===== config.mk =====
export PLATFORM = sky130hd
export DESIGN_NAME = indexed_array_list_engine_core
export DESIGN_NICKNAME = d
export VERILOG_FILES = /design/src/rtl/iale_pkg.sv /design/src/rtl/iale_cell.sv /design/src/rtl/indexed_array_list_engine_core.sv
export SDC_FILE = /design/constraint.sdc
export NUM_CORES = 2
export LEC_CHECK = 0
export ABC_AREA = 0
export BUFFER_PORTS_ARGS = -buffer_cell sky130_fd_sc_hd__buf_2
export CORE_UTILIZATION = 40
export DETAILED_ROUTE_END_ITERATION = 16
export HOLD_SLACK_MARGIN = 0.06
export SKIP_LAST_GASP = 1
export SYNTH_ARGS = -nofsm -noshare
export SYNTH_HDL_FRONTEND = slang
export SYNTH_SLANG_ARGS = --single-unit

===== constraint.sdc =====
create_clock -name clk -period 11.2 [get_ports clk]
set_input_delay 0 -clock clk [delete_from_list [all_inputs] [get_ports clk]]
set_output_delay 0 -clock clk [all_outputs]
set_load 0.01 [all_outputs]

===== src/rtl/iale_pkg.sv =====
`default_nettype none

package iale_pkg;

  // Fixed field widths of the request, result and configuration ports
  localparam int OPCODE_W = 3;
  localparam int POS_W    = 5;
  localparam int VALUE_W  = 32;
  localparam int CFG_W    = 5;

  localparam logic [CFG_W-1:0] CFG_RESET = 5'd16;

  // Defaults for the top-level parameters
  localparam int DEF_CAPACITY   = 16;
  localparam int DEF_DATA_WIDTH = 32;

  typedef enum logic [OPCODE_W-1:0] {
    OP_SELECT  = 3'd0,
    OP_SEARCH  = 3'd1,
    OP_INSERT  = 3'd2,
    OP_REMOVE  = 3'd3,
    OP_REPLACE = 3'd4
  } op_t;

  // Broadcast command to every cell of the chain
  typedef struct packed {
    logic ins_en;
    logic del_en;
    logic rep_en;
  } cell_ctl_t;

endpackage

`default_nettype wire


===== src/rtl/iale_cell.sv =====
`default_nettype none

module iale_cell #(
  parameter int IDX = 0,
  parameter int DW  = 32,
  parameter int IW  = 5
) (
  input  wire                    clk,
  input  wire iale_pkg::cell_ctl_t ctl_i,
  input  wire [IW-1:0]           pos_i,
  input  wire [IW-1:0]           count_i,
  input  wire [DW-1:0]           value_i,
  input  wire [DW-1:0]           left_i,
  input  wire [DW-1:0]           right_i,
  output logic [DW-1:0]          data_o,
  output logic                   match_o
);
  import iale_pkg::*;

  localparam logic [IW-1:0] MY_IDX = IW'(IDX);

  logic [DW-1:0] data_r;
  logic [DW-1:0] data_nxt;

  always_comb begin
    data_nxt = data_r;
    if (ctl_i.ins_en) begin
      if (MY_IDX > pos_i) begin
        data_nxt = left_i;
      end else if (MY_IDX == pos_i) begin
        data_nxt = value_i;
      end
    end
    if (ctl_i.del_en && (MY_IDX >= pos_i)) begin
      data_nxt = right_i;
    end
    if (ctl_i.rep_en && (MY_IDX == pos_i)) begin
      data_nxt = value_i;
    end
  end

  always_ff @(posedge clk) begin
    data_r <= data_nxt;
  end

  assign data_o  = data_r;
  // only entries below the count take part in a search
  assign match_o = (data_r == value_i) && (MY_IDX < count_i);

endmodule

`default_nettype wire


===== src/rtl/indexed_array_list_engine_core.sv =====
`default_nettype none

// Indexed array list engine. Holds an ordered list of up to CAPACITY entries in
// a chain of cells; insert, remove, replace, select and search each run as one
// command transaction. A command is taken on a rising edge with start high and
// busy low; busy then stays high through the execute and response states while
// the cells shift or compare and the match vector is encoded, and the result
// appears on the out_ ports for exactly one cycle with out_strobe high, in the
// same cycle that busy drops. A new command is accepted only once busy has
// dropped, after the cell update and the first-match encode and entry readout.
// The receiver cannot stall: capture every result in the cycle its strobe is
// high. The capacity register on the cfg_ port is always ready and must be
// written only while no command is in flight.
module indexed_array_list_engine_core #(
  parameter int CAPACITY   = iale_pkg::DEF_CAPACITY,
  parameter int DATA_WIDTH = iale_pkg::DEF_DATA_WIDTH
) (
  input  wire                              clk,
  input  wire                              rst_n,
  // command transaction
  input  wire                              start,
  output logic                             busy,
  input  wire [iale_pkg::OPCODE_W-1:0]     in_opcode,
  input  wire [iale_pkg::POS_W-1:0]        in_position,
  input  wire signed [iale_pkg::VALUE_W-1:0] in_item_value,
  // result transaction
  output logic                             out_strobe,
  output logic                             out_ok,
  output logic signed [iale_pkg::VALUE_W-1:0] out_read_value,
  output logic [iale_pkg::POS_W-1:0]       out_found_index,
  output logic [iale_pkg::POS_W-1:0]       out_entry_count,
  output logic                             out_is_empty,
  output logic                             out_is_full,
  // capacity register
  input  wire                              cfg_valid,
  output logic                             cfg_ready,
  input  wire [iale_pkg::CFG_W-1:0]        cfg_data
);
  import iale_pkg::*;

  localparam int DW = DATA_WIDTH;
  // count width, and a common width for comparing counts, positions and limits
  localparam int CW = $clog2(CAPACITY + 1);
  localparam int IW = (CW > POS_W) ? CW : POS_W;

  typedef enum logic [1:0] {
    S_IDLE,
    S_EXEC,
    S_RESP
  } state_t;

  state_t              state_r;
  logic [CFG_W-1:0]    cap_r;
  logic [CW-1:0]       count_r;
  logic [CW-1:0]       count_nxt;

  // captured command
  logic [OPCODE_W-1:0] req_op_r;
  logic [POS_W-1:0]    req_pos_r;
  logic [DW-1:0]       req_val_r;

  // results of the execute step
  logic                ok_r;
  logic                rd_en_r;
  logic                search_r;
  logic [IW-1:0]       sel_idx_r;
  logic [CAPACITY-1:0] match_r;

  // registered result transaction
  logic                out_strobe_r;
  logic                out_ok_r;
  logic [VALUE_W-1:0]  out_rd_r;
  logic [POS_W-1:0]    out_found_r;
  logic [POS_W-1:0]    out_count_r;
  logic                out_empty_r;
  logic                out_full_r;

  logic [63:0]         val_ext;
  logic [IW-1:0]       pos_x;
  logic [IW-1:0]       cnt_x;
  logic [IW-1:0]       lim_x;
  logic                ins_ok;
  logic                pos_in_range;
  logic                exec;
  cell_ctl_t           ctl;
  logic                ok_nxt;

  logic [DW-1:0]       data_w  [CAPACITY];
  logic [CAPACITY-1:0] match_w;
  logic [DW-1:0]       rd_data;
  logic [63:0]         rd_ext;
  logic [IW-1:0]       first_idx;
  logic [IW-1:0]       found_v;

  assign busy      = (state_r != S_IDLE);
  assign cfg_ready = 1'b1;
  assign exec      = (state_r == S_EXEC);

  // keep the low DATA_WIDTH bits of the value, zero-extended when wider
  assign val_ext = {32'b0, in_item_value};

  // effective capacity: register value saturated at CAPACITY
  assign pos_x = IW'(req_pos_r);
  assign cnt_x = IW'(count_r);
  assign lim_x = (IW'(cap_r) > IW'(CAPACITY)) ? IW'(CAPACITY) : IW'(cap_r);

  assign ins_ok       = (cnt_x < lim_x) && (pos_x <= cnt_x);
  assign pos_in_range = (pos_x < cnt_x);

  // Decode the held command into the cell broadcast and the new count
  always_comb begin
    ctl       = '0;
    ok_nxt    = 1'b0;
    count_nxt = count_r;
    case (req_op_r)
      OP_SELECT: begin
        ok_nxt = 1'b1;
      end
      OP_SEARCH: begin
        ok_nxt = 1'b1;
      end
      OP_INSERT: begin
        ok_nxt     = ins_ok;
        ctl.ins_en = exec && ins_ok;
        if (ins_ok) begin
          count_nxt = count_r + 1'b1;
        end
      end
      OP_REMOVE: begin
        ok_nxt     = pos_in_range;
        ctl.del_en = exec && pos_in_range;
        if (pos_in_range) begin
          count_nxt = count_r - 1'b1;
        end
      end
      OP_REPLACE: begin
        ok_nxt     = pos_in_range;
        ctl.rep_en = exec && pos_in_range;
      end
      default: begin
        ok_nxt = 1'b0;
      end
    endcase
  end

  // Chain of cells: each holds one entry and shifts to or from its neighbors
  for (genvar i = 0; i < CAPACITY; i++) begin : g_cell
    logic [DW-1:0] left_w;
    logic [DW-1:0] right_w;

    if (i == 0) begin : g_first
      assign left_w = req_val_r;
    end else begin : g_mid_l
      assign left_w = data_w[i-1];
    end

    if (i == CAPACITY - 1) begin : g_last
      assign right_w = data_w[i];
    end else begin : g_mid_r
      assign right_w = data_w[i+1];
    end

    iale_cell #(
      .IDX (i),
      .DW  (DW),
      .IW  (IW)
    ) u_cell (
      .clk     (clk),
      .ctl_i   (ctl),
      .pos_i   (pos_x),
      .count_i (cnt_x),
      .value_i (req_val_r),
      .left_i  (left_w),
      .right_i (right_w),
      .data_o  (data_w[i]),
      .match_o (match_w[i])
    );
  end

  // Read the selected entry; cells hold still during a select
  always_comb begin
    rd_data = '0;
    for (int i = 0; i < CAPACITY; i++) begin
      if (sel_idx_r == IW'(i)) begin
        rd_data = rd_data | data_w[i];
      end
    end
  end

  assign rd_ext = 64'(rd_data);

  // First match wins; no match reports the count
  always_comb begin
    first_idx = cnt_x;
    for (int i = CAPACITY - 1; i >= 0; i--) begin
      if (match_r[i]) begin
        first_idx = IW'(i);
      end
    end
  end

  assign found_v = search_r ? first_idx : '0;

  always_ff @(posedge clk) begin
    if (!rst_n) begin
      state_r      <= S_IDLE;
      cap_r        <= CFG_RESET;
      count_r      <= '0;
      out_strobe_r <= 1'b0;
    end else begin
      out_strobe_r <= 1'b0;
      if (cfg_valid && cfg_ready) begin
        cap_r <= cfg_data;
      end
      case (state_r)
        S_IDLE: begin
          // capture the command transaction
          if (start) begin
            req_op_r  <= in_opcode;
            req_pos_r <= in_position;
            req_val_r <= val_ext[DW-1:0];
            state_r   <= S_EXEC;
          end
        end
        S_EXEC: begin
          // cells update on this edge; hold the match vector and read index
          count_r   <= count_nxt;
          ok_r      <= ok_nxt;
          match_r   <= match_w;
          search_r  <= (req_op_r == OP_SEARCH);
          rd_en_r   <= (req_op_r == OP_SELECT) && (cnt_x != '0);
          sel_idx_r <= pos_in_range ? pos_x : (cnt_x - 1'b1);
          state_r   <= S_RESP;
        end
        S_RESP: begin
          // drive the result transaction for one cycle
          out_strobe_r <= 1'b1;
          out_ok_r     <= ok_r;
          out_rd_r     <= rd_en_r ? rd_ext[VALUE_W-1:0] : '0;
          out_found_r  <= POS_W'(found_v);
          out_count_r  <= POS_W'(count_r);
          out_empty_r  <= (cnt_x == '0);
          out_full_r   <= (cnt_x >= lim_x);
          state_r      <= S_IDLE;
        end
        default: begin
          state_r <= S_IDLE;
        end
      endcase
    end
  end

  assign out_strobe      = out_strobe_r;
  assign out_ok          = out_ok_r;
  assign out_read_value  = out_rd_r;
  assign out_found_index = out_found_r;
  assign out_entry_count = out_count_r;
  assign out_is_empty    = out_empty_r;
  assign out_is_full     = out_full_r;

endmodule

`default_nettype wire


Yosys cells after proc, flatten, opt, wreduce, memory -nomap -nowiden
Index checks and enable logic that the tools add are counted.
{ "totals": {"register_bits": 634, "out_inout_bits": 48, "word_cells": 407} }
{ "classes": {"n_addsub": 2, "magnitude_cmp": 53, "eq_ne": 56, "muxes": 123, "bitwise": 16, "n_reduce_logical": 119} }
{ "op_table": {"columns": ["op", "n"], "rows": [
  ["32-bit 2-to-1 mux", 96],
  ["32-bit equality test", 16],
  ["32-bit OR", 15],
  ["4-bit nonzero test", 15],
  ["1-bit logical AND", 52],
  ["3-bit nonzero test", 16],
  ["4-bit by 5-bit equality test with 1-bit output, first input constant", 8],
  ["5-bit by 4-bit equality test with 1-bit output, second input constant", 8],
  ["4-bit by 5-bit >= comparator with 1-bit output, first input constant", 8],
  ["4-bit by 5-bit > comparator with 1-bit output, first input constant", 8],
  ["4-bit by 5-bit less-than comparator with 1-bit output, first input constant", 8],
  ["2-bit AND reduction", 17],
  ["4-bit 2-to-1 mux", 8],
  ["3-bit by 5-bit equality test with 1-bit output, first input constant", 4],
  ["5-bit by 3-bit equality test with 1-bit output, second input constant", 4],
  ["3-bit by 5-bit >= comparator with 1-bit output, first input constant", 4],
  ["3-bit by 5-bit > comparator with 1-bit output, first input constant", 4],
  ["3-bit by 5-bit less-than comparator with 1-bit output, first input constant", 4],
  ["5-bit 2-to-1 mux", 4],
  ["17-bit OR reduction", 1],
  ["5-bit zero test", 3],
  ["3-bit 2-to-1 mux", 4],
  ["2-bit by 5-bit equality test with 1-bit output, first input constant", 2],
  ["5-bit by 2-bit equality test with 1-bit output, second input constant", 2],
  ["36 further kinds", 58]
]} }

Logic depth before layout (Yosys ltp)
{ "logic_depth": {"depth_word": 32, "ltp_mapped": 12, "mapped_depth_nobuf": 9} }

Hierarchy
A second synthesis with hierarchy kept.
{ "unflattened": {"hier_cells": 3673, "area_unflattened_um2": 40521.4} }
{ "by_module_without_submodules": {"columns": ["module", "n_inst", "cells_per_inst", "area_per_inst_um2"], "rows": [
  ["indexed_array_list_engine_core", 1, 729, 7820.0],
  ["iale_cell (g_cell[10].u_cell)", 1, 170, 2382.3],
  ["iale_cell (g_cell[9].u_cell)", 1, 194, 2272.2],
  ["iale_cell (g_cell[15].u_cell)", 1, 227, 2174.6],
  ["iale_cell (g_cell[2].u_cell)", 1, 197, 2148.3],
  ["iale_cell (g_cell[13].u_cell)", 1, 195, 2074.5],
  ["iale_cell (g_cell[7].u_cell)", 1, 190, 2034.5],
  ["iale_cell (g_cell[8].u_cell)", 1, 163, 2034.5],
  ["iale_cell (g_cell[4].u_cell)", 1, 166, 2033.2],
  ["iale_cell (g_cell[12].u_cell)", 1, 162, 2031.9],
  ["iale_cell (g_cell[1].u_cell)", 1, 195, 2005.7],
  ["iale_cell (g_cell[3].u_cell)", 1, 194, 1970.6],
  ["iale_cell (g_cell[5].u_cell)", 1, 197, 1958.1],
  ["iale_cell (g_cell[6].u_cell)", 1, 194, 1951.9],
  ["+3 rows", null, null, null]
]} }

Worst setup path after synthesis
No wires, ideal clock.
{ "synth_path": {"path_kind": "register -> register", "from": "register count_r[1], in the netlist cnt_x[1]", "to": "register g_cell[14].u_cell.data_r[0], enable pin", "arrival_time_ns": 4.705, "required_ns": 10.730, "slack_ns": 6.025, "stages_incl_launch_ff": 11, "synth_period_minus_slack_ns": 5.175, "path_cell_list": "dfxtp_1 > clkbuf_1 > inv_1 > ha_1 > nor2b_1 > o2111ai_1 > nand2_1 > nor3b_2 > buf_2 > nand3_1 > a21boi_0"} }
{ "synth_between": {"elab_chain_cells": 6, "word_cells_on_any_way": 14, "classes_between": "order compare: 3; mux: 3; reduce/logical: 8"} }
{ "synth_rtl": {"columns": ["item", "line", "source"], "rows": [
  ["from (decl)", "indexed_array_list_engine_core.sv:54", "logic [CW-1:0] count_r;"],
  ["from (signal assigned)", "indexed_array_list_engine_core.sv:227", "count_r <= count_nxt;"],
  ["5-bit less-than comparator (tied with other cells)", "indexed_array_list_engine_core.sv:108", "assign pos_in_range = (pos_x < cnt_x);"],
  ["1-bit logical AND (on tied branches)", "indexed_array_list_engine_core.sv:131, indexed_array_list_engine_core.sv:138, indexed_array_list_engine_core.sv:107", null],
  ["1-bit 2-to-1 mux or 1-bit logical AND (tied branches)", "indexed_array_list_engine_core.sv:115, indexed_array_list_engine_core.sv:124", null],
  ["1-bit logical AND (tied with other cells)", "iale_cell.sv:37", "if (ctl_i.rep_en && (MY_IDX == pos_i)) begin"],
  ["4-bit nonzero test (no line) or 3-bit nonzero test (tied branches)", null, null],
  ["2-bit AND reduction (no line) *", null, null],
  ["to (signal assigned)", "iale_cell.sv:43", "data_r <= data_nxt;"],
  ["to (decl)", "iale_cell.sv:22", "logic [DW-1:0] data_r;"]
]} }
Every way passes the cells marked *; elsewhere a longest branch is shown, timed or not.
A chain may end at the register's enable or synchronous reset.

Final worst setup path
{ "layout_path": {"from": "register count_r[1], in the netlist cnt_x[1]", "to": "register g_cell[12].u_cell.data_r[17], enable pin"} }
{ "layout_between": {"elab_chain_cells": 6, "word_cells_on_any_way": 14, "classes_between": "order compare: 3; mux: 3; reduce/logical: 8"} }
{ "layout_rtl": {"columns": ["item", "line"], "rows": [
  ["5-bit less-than comparator (tied with other cells)", "indexed_array_list_engine_core.sv:108"],
  ["1-bit logical AND (on tied branches)", "indexed_array_list_engine_core.sv:131, indexed_array_list_engine_core.sv:138, indexed_array_list_engine_core.sv:107"],
  ["1-bit 2-to-1 mux or 1-bit logical AND (tied branches)", "indexed_array_list_engine_core.sv:115, indexed_array_list_engine_core.sv:124"],
  ["1-bit logical AND (tied with other cells)", "iale_cell.sv:37"],
  ["4-bit nonzero test (no line) or 3-bit nonzero test (tied branches)", null],
  ["2-bit AND reduction (no line) *", null],
  ["to (signal assigned)", "iale_cell.sv:43"],
  ["to (decl)", "iale_cell.sv:22"]
]} }
Marks and branches as above.

==> flow_summary.json <==
{
  "vdd.ir_drop.worst_mv": 0.107,
  "relSlewSlack_pct": -2.07,
  "skew_pair_late_insertion_delay_ps": 670,
  "ant_nets": 0,
  "detailed_place_hpwl_microns": 142000,
  "number_of_maximum_capacitance_violations": 1,
  "worst-path-max-fanout": 17,
  "synth_commonest_cells": "621 x edfxtp_1, 352 x nor2_1, 331 x a21oi_1",
  "hold_path.startpoint": "in_item_value[8]",
  "firstDrtPassIters": 7,
  "ys_ff_latch": 634,
  "hold_class": "input pin to flop",
  "portBuffers": 95,
  "initial_core_util_pct": 40.6,
  "cts_made_buffers": 78,
  "floorplan.die.width_microns": 311,
  "drt_iter0_markers": 6720,
  "place_worst_setup_slack_ps": 6200,
  "synth_compound_area_share_pct": 17.8,
  "status": "finished with violations",
  "area_share_of_the_leading_cell_type_in_the_synthesized_netlist_pct": 48.9,
  "synthTopCellsByArea": "edfxtp_1 49%, xor2_1 6.4%, xnor2_1 5.5%, a21oi_1 4.3%, mux2i_1 4.2%",
  "fp.coreArea_sq_um": 93900,
  "post-cts-setup-buffer-count": 0,
  "fp.dieArea_sq_um": 96500,
  "finish.instance_area_sq_um": 43200,
  "avgSynthCellArea_sq_um": 10.3,
  "synth_ff_type": "edfxtp_1",
  "syn_nets": 3764,
  "crit_path_dat_ps": 5510,
  "final_period_minus_worst_setup_slack_ps": 5210,
  "antenna_found_initial": 19,
  "crit_start": "cnt_x[1]",
  "wl_per_cell_microns": 41.4,
  "synth.largest_area_cell": "edfxtp_1",
  "element_type_at_the_critical_path_start": "flop",
  "max_freq_ghz": 0.192,
  "least_margin_pin_slew_ps": 1520,
  "endpoint_kind": "flop",
  "synthToLayoutAreaGrowth_pct": 13.3,
  "yosys_warnings": 0,
  "report.final.hold_viol_count": 0,
  "ios": 97,
  "cpPeakStageDelay_ps": 860,
  "pd_cells_nw_per_um2": 130,
  "total_global_route_track_usage_pct": 42.1,
  "rd_place_congestion": 1.15,
  "r2r.worst_path.cells": 9,
  "core.rowCount": 112,
  "setup_viol": 0,
  "worstReg2RegEnd": "g_cell[12].u_cell.data_o[17]",
  "yosysMostFrequentCell": "edfxtp_1",
  "rr_startpoint": "cnt_x[1]",
  "routed_wirelength_microns": 209000,
  "critPathBufInv": 2,
  "cts.htree.levels": 3,
  "yosys.area_share.adder_pct": 0.460,
  "async_flop_share_pct": 0,
  "critPathSlowestCell": "o22ai_4",
  "final_critical_path_setup_slack_ps": 5990,
  "fin_crit_sh_pct": 46.5,
  "holdPathEnd": "g_cell[0].left_w[8]",
  "tritoncts_num_sinks": 634,
  "root_buffer": "clkbuf_16",
  "grt_pass1_vias": 32100,
  "worst-setup-path-type": "flop to flop",
  "critical_path.cell_chain": "inv_1, ha_1, nor2b_1, o2111ai_1, nand2_1, nor3b_2, nand2_1, o22ai_4, buf_4",
  "finalClockSkew_ps": 27.0,
  "failed_checks": "capacitance limit, slew limit",
  "main_combinational_cell_family_by_area_after_synthesis": "compound AO/OA/AOI/OAI gates",
  "synth_simple_gate_area_share_pct": 10.7,
  "number_of_enable_type_register_cells_in_the_synthesized_netlist": 621,
  "instances_no_fill": 5049,
  "clk_transition_reported_paths_ps": 60,
  "vias": 35600,
  "synth_area_in_xor_xnor_pct": 11.9,
  "grt_remaining_overflow": 0,
  "ys_types": 72,
  "ys_seq_area_share_pct": 49.6,
  "postLayoutCoreUtil_pct": 46.0,
  "timing.critical_path.mode_cell": "nand2_1",
  "cell_family_contributing_the_most_delay_on_the_critical_path": "simple AND/OR/NAND/NOR gates",
  "maximum_number_of_pins_on_one_net_before_global_route_repair": 66,
  "r2r_slack_ps": 5990,
  "nets": 3799,
  "final.fill_count": 8961,
  "grt_setup_unrepaired": "no",
  "worstPathRequired_ps": 11500,
  "synthMuxAreaShare_pct": 5.03,
  "dp_cells": 4823,
  "fin_setup_tns_ps": 0,
  "clock_path_buffers": 3,
  "post_synth_inst_count": 3701,
  "number_of_slew_limit_violations_in_the_final_report": 2,
  "drcViolationCount": 0,
  "syn-cell-area_sq_um": 38100,
  "static-leakage-power_nw": 14.3,
  "placed_cell_area_sq_um": 40000,
  "drive_gt1_share_pct": 10.7,
  "min_path_cells": 2,
  "cts_tree": "done",
  "avgViaCountPerCell": 7.05,
  "floorplan.die.height_microns": 311,
  "grt_pass1_wl_microns": 281000
}
## registers in the layout, indices dropped and copies added (netlist names), 2 cells and up
| name | flops |
|---|---|
| cap_r | 5 |
| cnt_x | 5 |
| g_cell.left_w | 32 |
| g_cell.u_cell.data_o | 512 |
| match_r | 16 |
| out_entry_count | 5 |
| out_found_index | 5 |
| out_read_value | 32 |
| pos_x | 5 |
| req_op_r | 3 |
| sel_idx_r | 5 |
| state_r | 2 |
## cell type report
type                            count  area [sq um]  area share, %
Clock inverter                     29           210          0.487
Antenna cell                       12          30.0         0.0696
Inverter                           74           278          0.643
Clock buffer                       98          2090           4.84
Timing Repair Buffer              290          2160           5.00
Sequential cell                   634         18900           43.8
Multi-Input combinational cell   2658         17900           41.5
Tap cell                         1254          1570           3.63
## logic make-up (layout without fill, tap and decap cells)
kind of cell | count (synthesis) | in the layout
compound gates | 1055 | 1055
xor+xnor | 517 | 517
fa+ha+maj | 14 | 14
buf+inv | 409 | 491
flops | 634 | 634
mux | 187 | 187
other cells | 1 | 13
simple gates | 884 | 884
## worst max-delay path by stage
stage                     cells after the start                            to  slack (ps)
final                                         9  g_cell[12].u_cell.data_o[17]        5990
after global routing                          9  g_cell[12].u_cell.data_o[17]        5850
after CTS                                     9  g_cell[12].u_cell.data_o[17]        6170
after detailed placement                      9   g_cell[12].u_cell.data_o[7]        6200
after global placement                        8  g_cell[12].u_cell.data_o[11]        6370
after floorplan                              10   g_cell[14].u_cell.data_o[0]        6020
## through the flow
stage | power (mW) | hold WS, ps
floorplan | 2.97 | 98.6
global placement | 3.17 | 176
detailed placement | 3.17 | 178
CTS | 5.60 | 62.9
global route | 5.70 | 77.2
finish | 5.62 | 72.7
## cell usage in the layout (no fill, tap or decap), drive strengths merged, types with 98 or more instances in the layout
cell,count
a21oi,334
a22oi,125
a31oi,169
buf,203
clkbuf,98
edfxtp,621
mux2i,159
nand2,210
nor2,355
o22ai,173
xnor2,239
xor2,278
## repair_timing
action	4_1_cts	5_1_grt
hold buffers	87	0
resized for setup	0	0
endpoints found under the hold margin	54	0
## layer usage
metal | share of wire, % | track usage (%)
met5 | 0.067 | 0
met4 | 8.5 | 26.3
met3 | 15 | 15.1
met2 | 40 | 60.2
met1 | 36 | 53.8
## where the power goes
group | switching [mW] | leakage, nW | internal [mW]
Combinational | 0.369 | 7.47 | 0.170
Clock | 1.07 | 1.13 | 1.38
Sequential | 0.0186 | 5.71 | 2.62
Total | 1.45 | 14.3 | 4.17
Note: power is estimated with default switching activity, not from simulation.
